## config.mk

```make
export PLATFORM = sky130hd
export DESIGN_NAME = touch_packet_decoder
export DESIGN_NICKNAME = d
export VERILOG_FILES = /design/src/rtl/tpd_pkg.sv /design/src/rtl/tpd_framer.sv /design/src/rtl/tpd_queue.sv /design/src/rtl/tpd_emitter.sv /design/src/rtl/touch_packet_decoder.sv
export SDC_FILE = /design/constraint.sdc
export NUM_CORES = 1
export LEC_CHECK = 0
export BUFFER_PORTS_ARGS = -buffer_cell sky130_fd_sc_hd__buf_2
export CORE_UTILIZATION = 35
export CTS_CLUSTER_SIZE = 16
export DETAILED_ROUTE_END_ITERATION = 6
export GPL_TIMING_DRIVEN = 0
export HOLD_SLACK_MARGIN = 0.1
export PLACE_DENSITY_LB_ADDON = 0.12
export SLEW_MARGIN = 20
export SYNTH_ARGS = -nofsm -noshare
export SYNTH_HDL_FRONTEND = slang
export SYNTH_SLANG_ARGS = --single-unit
```

## constraint.sdc

```tcl
create_clock -name clk -period 3.15 [get_ports clk]
set_input_delay 0.4725 -clock clk [delete_from_list [all_inputs] [get_ports clk]]
set_output_delay 0.4725 -clock clk [all_outputs]
set_load 0.01 [all_outputs]
```

## src/rtl/tpd_pkg.sv

```systemverilog
package tpd_pkg;

  // Packet framing
  localparam int unsigned PosW   = 14;
  localparam int unsigned PartW  = 7;
  localparam int unsigned ByteW  = 8;
  localparam int unsigned BtnW   = 6;

  localparam logic [BtnW-1:0] ButtonIdReset = 6'd1;

  // Packet queue between framer and emitter
  localparam int unsigned QueueDepth = 2;
  localparam int unsigned QueuePtrW  = 1;
  localparam int unsigned QueueCntW  = 2;

  // Result kinds
  typedef enum logic {
    KIND_MOTION = 1'b0,
    KIND_BUTTON = 1'b1
  } event_kind_t;

  // Framer states, one per byte slot of a packet
  typedef enum logic [4:0] {
    ST_HUNT = 5'b00001,
    ST_XH   = 5'b00010,
    ST_XL   = 5'b00100,
    ST_YH   = 5'b01000,
    ST_YL   = 5'b10000
  } frame_state_t;

  // One complete packet as handed from the framer to the emitter
  typedef struct packed {
    logic            touch;
    logic [PosW-1:0] x;
    logic [PosW-1:0] y;
  } packet_t;

endpackage

```

## src/rtl/tpd_framer.sv

```systemverilog
module tpd_framer (
  input  logic                         clk,
  input  logic                         rst,
  input  logic                         rx_valid,
  output logic                         rx_stall,
  input  logic [tpd_pkg::ByteW-1:0]    rx_byte,
  input  logic                         q_full,
  output logic                         q_push,
  output tpd_pkg::packet_t             q_push_data
);

  tpd_pkg::frame_state_t state, state_next;
  logic                        packet_touch;
  logic [tpd_pkg::PartW-1:0]   x_high_part;
  logic [tpd_pkg::PartW-1:0]   x_low_part;
  logic [tpd_pkg::PartW-1:0]   y_high_part;
  logic                        rx_take;

  // Hold the final byte while the queue has no room
  assign rx_stall = (state == tpd_pkg::ST_YL) && q_full;
  assign rx_take  = rx_valid && !rx_stall;

  // Push a finished packet on the last byte
  assign q_push            = rx_take && (state == tpd_pkg::ST_YL);
  assign q_push_data.touch = packet_touch;
  assign q_push_data.x     = {x_high_part, x_low_part};
  assign q_push_data.y     = {y_high_part, rx_byte[tpd_pkg::PartW-1:0]};

  // Advance through the byte slots of a packet
  always_comb begin
    state_next = state;
    if (rx_take) begin
      unique case (state)
        tpd_pkg::ST_HUNT: begin
          if (rx_byte[tpd_pkg::ByteW-1]) state_next = tpd_pkg::ST_XH;
        end
        tpd_pkg::ST_XH: state_next = tpd_pkg::ST_XL;
        tpd_pkg::ST_XL: state_next = tpd_pkg::ST_YH;
        tpd_pkg::ST_YH: state_next = tpd_pkg::ST_YL;
        tpd_pkg::ST_YL: state_next = tpd_pkg::ST_HUNT;
        default:        state_next = tpd_pkg::ST_HUNT;
      endcase
    end
  end

  always_ff @(posedge clk) begin
    if (rst) begin
      state <= tpd_pkg::ST_HUNT;
    end else begin
      state <= state_next;
    end
  end

  // Capture packet parts as they arrive
  always_ff @(posedge clk) begin
    if (rx_take) begin
      unique case (state)
        tpd_pkg::ST_HUNT: packet_touch <= rx_byte[0];
        tpd_pkg::ST_XH:   x_high_part  <= rx_byte[tpd_pkg::PartW-1:0];
        tpd_pkg::ST_XL:   x_low_part   <= rx_byte[tpd_pkg::PartW-1:0];
        tpd_pkg::ST_YH:   y_high_part  <= rx_byte[tpd_pkg::PartW-1:0];
        tpd_pkg::ST_YL: begin
        end
        default: begin
        end
      endcase
    end
  end

  a_push_only_last: assert property (@(posedge clk) disable iff (rst)
    q_push |-> $past(state_next) == tpd_pkg::ST_YL || state == tpd_pkg::ST_YL)
    else $error("packet pushed outside last byte slot");

  a_stall_only_last: assert property (@(posedge clk) disable iff (rst)
    rx_stall |-> state == tpd_pkg::ST_YL && q_full)
    else $error("framer stalled outside last byte slot");

  a_header_starts: assert property (@(posedge clk) disable iff (rst)
    (rx_take && state == tpd_pkg::ST_HUNT && !rx_byte[tpd_pkg::ByteW-1])
      |=> state == tpd_pkg::ST_HUNT)
    else $error("framer left hunting on a data byte");

endmodule

```

## src/rtl/tpd_queue.sv

```systemverilog
module tpd_queue (
  input  logic             clk,
  input  logic             rst,
  input  logic             push,
  input  tpd_pkg::packet_t push_data,
  output logic             full,
  input  logic             pop,
  output logic             valid,
  output tpd_pkg::packet_t pop_data
);

  tpd_pkg::packet_t                entries [tpd_pkg::QueueDepth];
  logic [tpd_pkg::QueuePtrW-1:0]   wr_ptr;
  logic [tpd_pkg::QueuePtrW-1:0]   rd_ptr;
  logic [tpd_pkg::QueueCntW-1:0]   count;
  logic                            do_push;
  logic                            do_pop;

  assign full     = (count == tpd_pkg::QueueCntW'(tpd_pkg::QueueDepth));
  assign valid    = (count != '0);
  assign pop_data = entries[rd_ptr];
  assign do_push  = push && !full;
  assign do_pop   = pop && valid;

  // Advance pointers and occupancy
  always_ff @(posedge clk) begin
    if (rst) begin
      wr_ptr <= '0;
      rd_ptr <= '0;
      count  <= '0;
    end else begin
      if (do_push) wr_ptr <= wr_ptr + 1'b1;
      if (do_pop)  rd_ptr <= rd_ptr + 1'b1;
      unique case ({do_push, do_pop})
        2'b10:   count <= count + 1'b1;
        2'b01:   count <= count - 1'b1;
        default: count <= count;
      endcase
    end
  end

  // Store the incoming packet
  always_ff @(posedge clk) begin
    if (do_push) entries[wr_ptr] <= push_data;
  end

  a_no_overflow: assert property (@(posedge clk) disable iff (rst)
    push |-> !full)
    else $error("packet pushed into full queue");

  a_no_underflow: assert property (@(posedge clk) disable iff (rst)
    pop |-> valid)
    else $error("packet popped from empty queue");

  a_count_bound: assert property (@(posedge clk) disable iff (rst)
    count <= tpd_pkg::QueueCntW'(tpd_pkg::QueueDepth))
    else $error("queue count beyond depth");

endmodule

```

## src/rtl/tpd_emitter.sv

```systemverilog
module tpd_emitter (
  input  logic                         clk,
  input  logic                         rst,
  input  logic                         cfg_we,
  input  logic [tpd_pkg::BtnW-1:0]     cfg_wdata,
  input  logic                         q_valid,
  input  tpd_pkg::packet_t             q_data,
  output logic                         q_pop,
  output logic                         ev_valid,
  input  logic                         ev_stall,
  output logic                         event_kind,
  output logic [tpd_pkg::PosW-1:0]     pos_x,
  output logic [tpd_pkg::PosW-1:0]     pos_y,
  output logic                         touching,
  output logic [tpd_pkg::BtnW-1:0]     button,
  output logic                         last_of_run
);

  logic [tpd_pkg::BtnW-1:0]  button_id;
  logic [tpd_pkg::PosW-1:0]  held_x;
  logic [tpd_pkg::PosW-1:0]  held_y;
  logic                      reported_down;
  logic                      pend;
  logic [tpd_pkg::PosW-1:0]  pend_x;
  logic [tpd_pkg::PosW-1:0]  pend_y;
  logic                      pend_touch;
  logic                      load_ok;
  logic                      take_btn;
  logic [tpd_pkg::PosW-1:0]  rep_x;
  logic [tpd_pkg::PosW-1:0]  rep_y;
  logic                      change;

  // Output register is free when empty or being transferred
  assign load_ok  = !ev_valid || !ev_stall;
  assign take_btn = load_ok && pend;
  assign q_pop    = load_ok && !pend && q_valid;

  // Touch packets report their own position, releases the held one
  assign rep_x  = q_data.touch ? q_data.x : held_x;
  assign rep_y  = q_data.touch ? q_data.y : held_y;
  assign change = (reported_down != q_data.touch);

  // Control and tracked touch state
  always_ff @(posedge clk) begin
    if (rst) begin
      button_id     <= tpd_pkg::ButtonIdReset;
      held_x        <= '0;
      held_y        <= '0;
      reported_down <= 1'b0;
      pend          <= 1'b0;
      ev_valid      <= 1'b0;
    end else begin
      if (cfg_we) button_id <= cfg_wdata;
      if (load_ok) ev_valid <= take_btn || q_pop;
      if (take_btn) pend <= 1'b0;
      if (q_pop) begin
        pend <= change;
        if (q_data.touch) begin
          held_x <= q_data.x;
          held_y <= q_data.y;
        end
        if (change) reported_down <= q_data.touch;
      end
    end
  end

  // Result payload and the button result waiting behind a motion result
  always_ff @(posedge clk) begin
    if (take_btn) begin
      event_kind  <= tpd_pkg::KIND_BUTTON;
      pos_x       <= pend_x;
      pos_y       <= pend_y;
      touching    <= pend_touch;
      button      <= button_id;
      last_of_run <= 1'b1;
    end else if (q_pop) begin
      event_kind  <= tpd_pkg::KIND_MOTION;
      pos_x       <= rep_x;
      pos_y       <= rep_y;
      touching    <= q_data.touch;
      button      <= '0;
      last_of_run <= !change;
      pend_x      <= rep_x;
      pend_y      <= rep_y;
      pend_touch  <= q_data.touch;
    end
  end

  a_pend_behind_motion: assert property (@(posedge clk) disable iff (rst)
    pend |-> ev_valid && event_kind == tpd_pkg::KIND_MOTION && !last_of_run)
    else $error("button result pending without its motion result");

  a_button_is_last: assert property (@(posedge clk) disable iff (rst)
    ev_valid && event_kind == tpd_pkg::KIND_BUTTON |-> last_of_run)
    else $error("button result not marked last");

  a_state_follows_button: assert property (@(posedge clk) disable iff (rst)
    ev_valid && event_kind == tpd_pkg::KIND_BUTTON |-> reported_down == touching)
    else $error("reported touch state out of step with button result");

endmodule

```

## src/rtl/touch_packet_decoder.sv

```systemverilog
// Channel   Handshake             Payload
// rx        rx_valid / rx_stall   rx_byte
// ev        ev_valid / ev_stall   event_kind, pos_x, pos_y, touching, button, last_of_run
// cfg       cfg_we                cfg_wdata (button_id)
//
// One byte is taken per cycle while rx_stall is low; a packet's motion result
// passes the queue and the emitter's output register, a button result after it.
// A two-entry packet queue sits between framer and emitter, so rx stalls
// only on a last byte while that queue is full.
// Reset (rst, synchronous) returns the framer to hunting and clears the
// held position, reported touch state and queue; button_id returns to 1.
module touch_packet_decoder (
  input  logic                         clk,
  input  logic                         rst,
  input  logic                         cfg_we,
  input  logic [tpd_pkg::BtnW-1:0]     cfg_wdata,
  input  logic                         rx_valid,
  output logic                         rx_stall,
  input  logic [tpd_pkg::ByteW-1:0]    rx_byte,
  output logic                         ev_valid,
  input  logic                         ev_stall,
  output logic                         event_kind,
  output logic [tpd_pkg::PosW-1:0]     pos_x,
  output logic [tpd_pkg::PosW-1:0]     pos_y,
  output logic                         touching,
  output logic [tpd_pkg::BtnW-1:0]     button,
  output logic                         last_of_run
);

  logic             q_full;
  logic             q_push;
  tpd_pkg::packet_t q_push_data;
  logic             q_pop;
  logic             q_valid;
  tpd_pkg::packet_t q_data;

  tpd_framer u_framer (
    .clk         (clk),
    .rst         (rst),
    .rx_valid    (rx_valid),
    .rx_stall    (rx_stall),
    .rx_byte     (rx_byte),
    .q_full      (q_full),
    .q_push      (q_push),
    .q_push_data (q_push_data)
  );

  tpd_queue u_queue (
    .clk       (clk),
    .rst       (rst),
    .push      (q_push),
    .push_data (q_push_data),
    .full      (q_full),
    .pop       (q_pop),
    .valid     (q_valid),
    .pop_data  (q_data)
  );

  tpd_emitter u_emitter (
    .clk         (clk),
    .rst         (rst),
    .cfg_we      (cfg_we),
    .cfg_wdata   (cfg_wdata),
    .q_valid     (q_valid),
    .q_data      (q_data),
    .q_pop       (q_pop),
    .ev_valid    (ev_valid),
    .ev_stall    (ev_stall),
    .event_kind  (event_kind),
    .pos_x       (pos_x),
    .pos_y       (pos_y),
    .touching    (touching),
    .button      (button),
    .last_of_run (last_of_run)
  );

endmodule

```

==> summary.txt <==
outcome -> complete, no violations
post-layout util -> 42.0%
Synth Register Bits -> 193
min-delay src -> cfg_wdata[0]
syn nets -> 491
Critical Path Sink Type -> flip-flop
core area -> 20300 µm²
row count -> 52
clock skew -> 0.00763 ns
WHS Endpoint -> u_emitter.button_id[0]$_SDFFE_PP1P_
sequential cell area fraction in the yosys report -> 73.1%
Sink Count -> 193
# setup viols final -> 0
RSZ-0062 raised after global routing -> no
clock slew at reported path FFs -> 0.06 ns
cells after synthesis -> 471
Worst Path Max Fanout -> 16
Iter 0 DRT Violations -> 233
synthesized area -> 7260 µm²
nets -> 568
R2R Setup Slk -> 0.93 ns
All-Layer GR Usage -> 13.1%
Hold Crit Depth -> 2
hold buffers post-CTS -> 0
CTS tree -> yes
Area Overhead vs Synth -> 17.5%
Hold Slack -> 0.251 ns
fmax -> 0.450 GHz
commonest non-fill, non-tap cell in the layout -> edfxtp_1
Post-CTS Resized -> 0
DRT Pass-1 Iters -> 4
Fin. Hold Viols -> 0
Setup Buffers After CTS -> 0
final slew viol count -> 0
PortBufs -> 55
CTS Root Cell -> clkbuf_16
HP Class -> in2reg
Syn Area/Cell -> 15.4 µm²
htree depth -> 4
wire per inst -> 15.7 µm
min Tclk post-route -> 2.22 ns
share of post-route cells with drive strength above 1 -> 28.7%
largest net degree at the start of global routing -> 36
Die W -> 146 µm
# IOs -> 58
total CTS buffers -> 17
Via density -> 4.56
GP Congestion -> 0.703
via count -> 3792
Worst-Skew Late Latency -> 0.43 ns
Worst R2R End -> u_queue.entries[1][24]$_DFFE_PP_
P_leak -> 2.89 nW
worst vdd ir -> 0.338 mV
filler cell count -> 1860
total power draw -> 4.83 mW
Reg2Reg Depth -> 4
DRC -> 0
fin crit share -> 70.5%
HPWL Detailed -> 9150 µm
Max Cap Viol -> 0
vias in the first global route -> 3770
Setup CP Type -> reg2reg
initial core utilization -> 35.8%
final wirelength -> 13100 µm
YS warnings -> 0
most frequent cells in the layout -> edfxtp_1, nor2_1, buf_2, dfxtp_1, a21oi_1
Die Area -> 21300 µm²
Rel. slew slack -> 46.8%
first-pass GRT wire length -> 20800 µm
Pwr per Cell Area -> 565 nW/µm²
worst slew pin tran -> 0.798 ns
Worst Path Required -> 3.28 ns
Arrival @ worst endpoint -> 2.36 ns
RR Startpoint -> u_framer.state[1]$_SDFFE_PP0P_
Max Buffers Root-to-Sink -> 2
Die H -> 146 µm
startpoint class of the critical path -> flip-flop
library cells used by synthesis -> 41
antenna-violating nets left -> 0
ANT cells -> 0
gr ovfl total -> 0
initial antenna violation count -> 1
==> metal layers <==
| layer | routed length [µm] | vias up | part of all wire, % | track usage [%] |
|---|---|---|---|---|
| li1 | - | 1901 | - | - |
| met1 | 6380 | 1810 | 49 | 17.5 |
| met2 | 5930 | 64 | 45 | 20.0 |
| met3 | 522 | 15 | 4.0 | 3.91 |
| met4 | 206 | 2 | 1.6 | 5.52 |
| met5 | 13 | - | 0.10 | 0 |
==> logic make-up (layout without fill, tap and decap cells) <==
logic type	after synthesis	in the layout	synth area share, %
fa+ha+maj	1	1	0.172
buf+inv	31	121	2.48
xor+xnor	6	6	0.724
simple gates	99	99	6.01
flops	193	193	73.1
compound gates	78	78	8.29
mux	63	63	9.25
==> sequential cells by signal, summed over array words and instances (netlist names), named ones only <==
name,cells
u_emitter.event_kind,1
u_framer.x_high_part,7
u_emitter.pend_touch,1
u_emitter.touching,1
u_emitter.button_id,6
u_queue.entries,58
u_queue.rd_ptr,1
u_emitter.reported_down,1
u_emitter.pend_y,14
u_emitter.pend,1
u_emitter.last_of_run,1
u_framer.y_high_part,7
u_framer.packet_touch,1
u_queue.count,2
u_framer.state,5
u_emitter.held_y,14
u_queue.wr_ptr,1
u_emitter.pos_y,14
u_emitter.pend_x,14
u_emitter.held_x,14
u_framer.x_low_part,7
u_emitter.ev_valid,1
u_emitter.pos_x,14
u_emitter.button,6
==> final cells by class <==
type	count	area (µm²)	area share, %
Buffer	26	161	1.89
Clock buffer	23	488	5.72
Clock inverter	9	83.8	0.982
Inverter	5	18.8	0.220
Multi-Input combinational cell	247	1800	21.1
Sequential cell	193	5310	62.2
Tap cell	270	338	3.96
Timing Repair Buffer	58	338	3.96
==> through the flow <==
stage | cell area [µm²] | std cells | setup TNS [ns] | worst slack [ns]
after floorplan | 7260 | 471 | 0 | 0.545
after global placement | 7870 | 796 | -16.27 | -0.283
after detailed placement | 7960 | 799 | 0 | 0.837
after CTS | 8530 | 831 | 0 | 0.906
after global routing | 8530 | 831 | 0 | 0.721
final | 8530 | 831 | 0 | 0.928
==> worst max-delay path by stage <==
stage,from,end,slack (ns)
2_1_floorplan,u_framer.state[1]$_SDFFE_PP0P_,u_queue.entries[0][0]$_DFFE_PP_,0.54
3_3_place_gp,u_framer.state[1]$_SDFFE_PP0P_,u_queue.entries[1][24]$_DFFE_PP_,-0.28
3_5_place_dp,ev_stall,u_emitter.pos_y[1]$_DFFE_PP_,0.84
4_1_cts,u_framer.state[1]$_SDFFE_PP0P_,u_queue.entries[1][8]$_DFFE_PP_,0.91
5_1_grt,u_framer.state[1]$_SDFFE_PP0P_,u_queue.count[1]$_SDFFE_PP0P_,0.72
6_report,u_framer.state[1]$_SDFFE_PP0P_,u_queue.entries[1][24]$_DFFE_PP_,0.93
==> cells in the mapped netlist, drive strengths merged <==
cell type,number,area share (%)
o211a,1,0.14
nor3b,2,0.21
mux2,30,4.7
a21oi,34,2.3
or3,1,0.086
o21ai,3,0.21
ha,1,0.17
o21ba,3,0.41
xnor2,3,0.36
nand3b,2,0.21
buf,17,1.8
o21bai,1,0.10
edfxtp,144,60
nor3,3,0.21
a211o,1,0.12
nor2b,5,0.43
o211ai,2,0.21
a211oi,29,4.3
nand4,1,0.086
nand2b,1,0.086
inv,5,0.26
a21boi,1,0.10
a32oi,1,0.12
and4,1,0.12
nand3,1,0.069
nor2,73,3.8
xor2,3,0.36
nand2,1,0.052
and2,7,0.60
mux2i,33,4.5
a41oi,1,0.12
dfxtp,49,14
clkbuf,9,0.47
or2,1,0.086
a21o,1,0.10
==> power by group <==
group	switching [mW]	leakage, nW	internal, mW
Combinational	0.0394	0.905	0.0201
Sequential	0.00591	1.71	2.71
Clock	0.877	0.271	1.17
==> worst max-delay path, cell delays in order, from the launching register on <==
cell     delay, ns
dfxtp_1       0.37
nor3_1        0.41
nand4_1       0.40
nor2_4        0.53
buf_16        0.21
No activity file was read; power rests on OpenSTA's default activity.
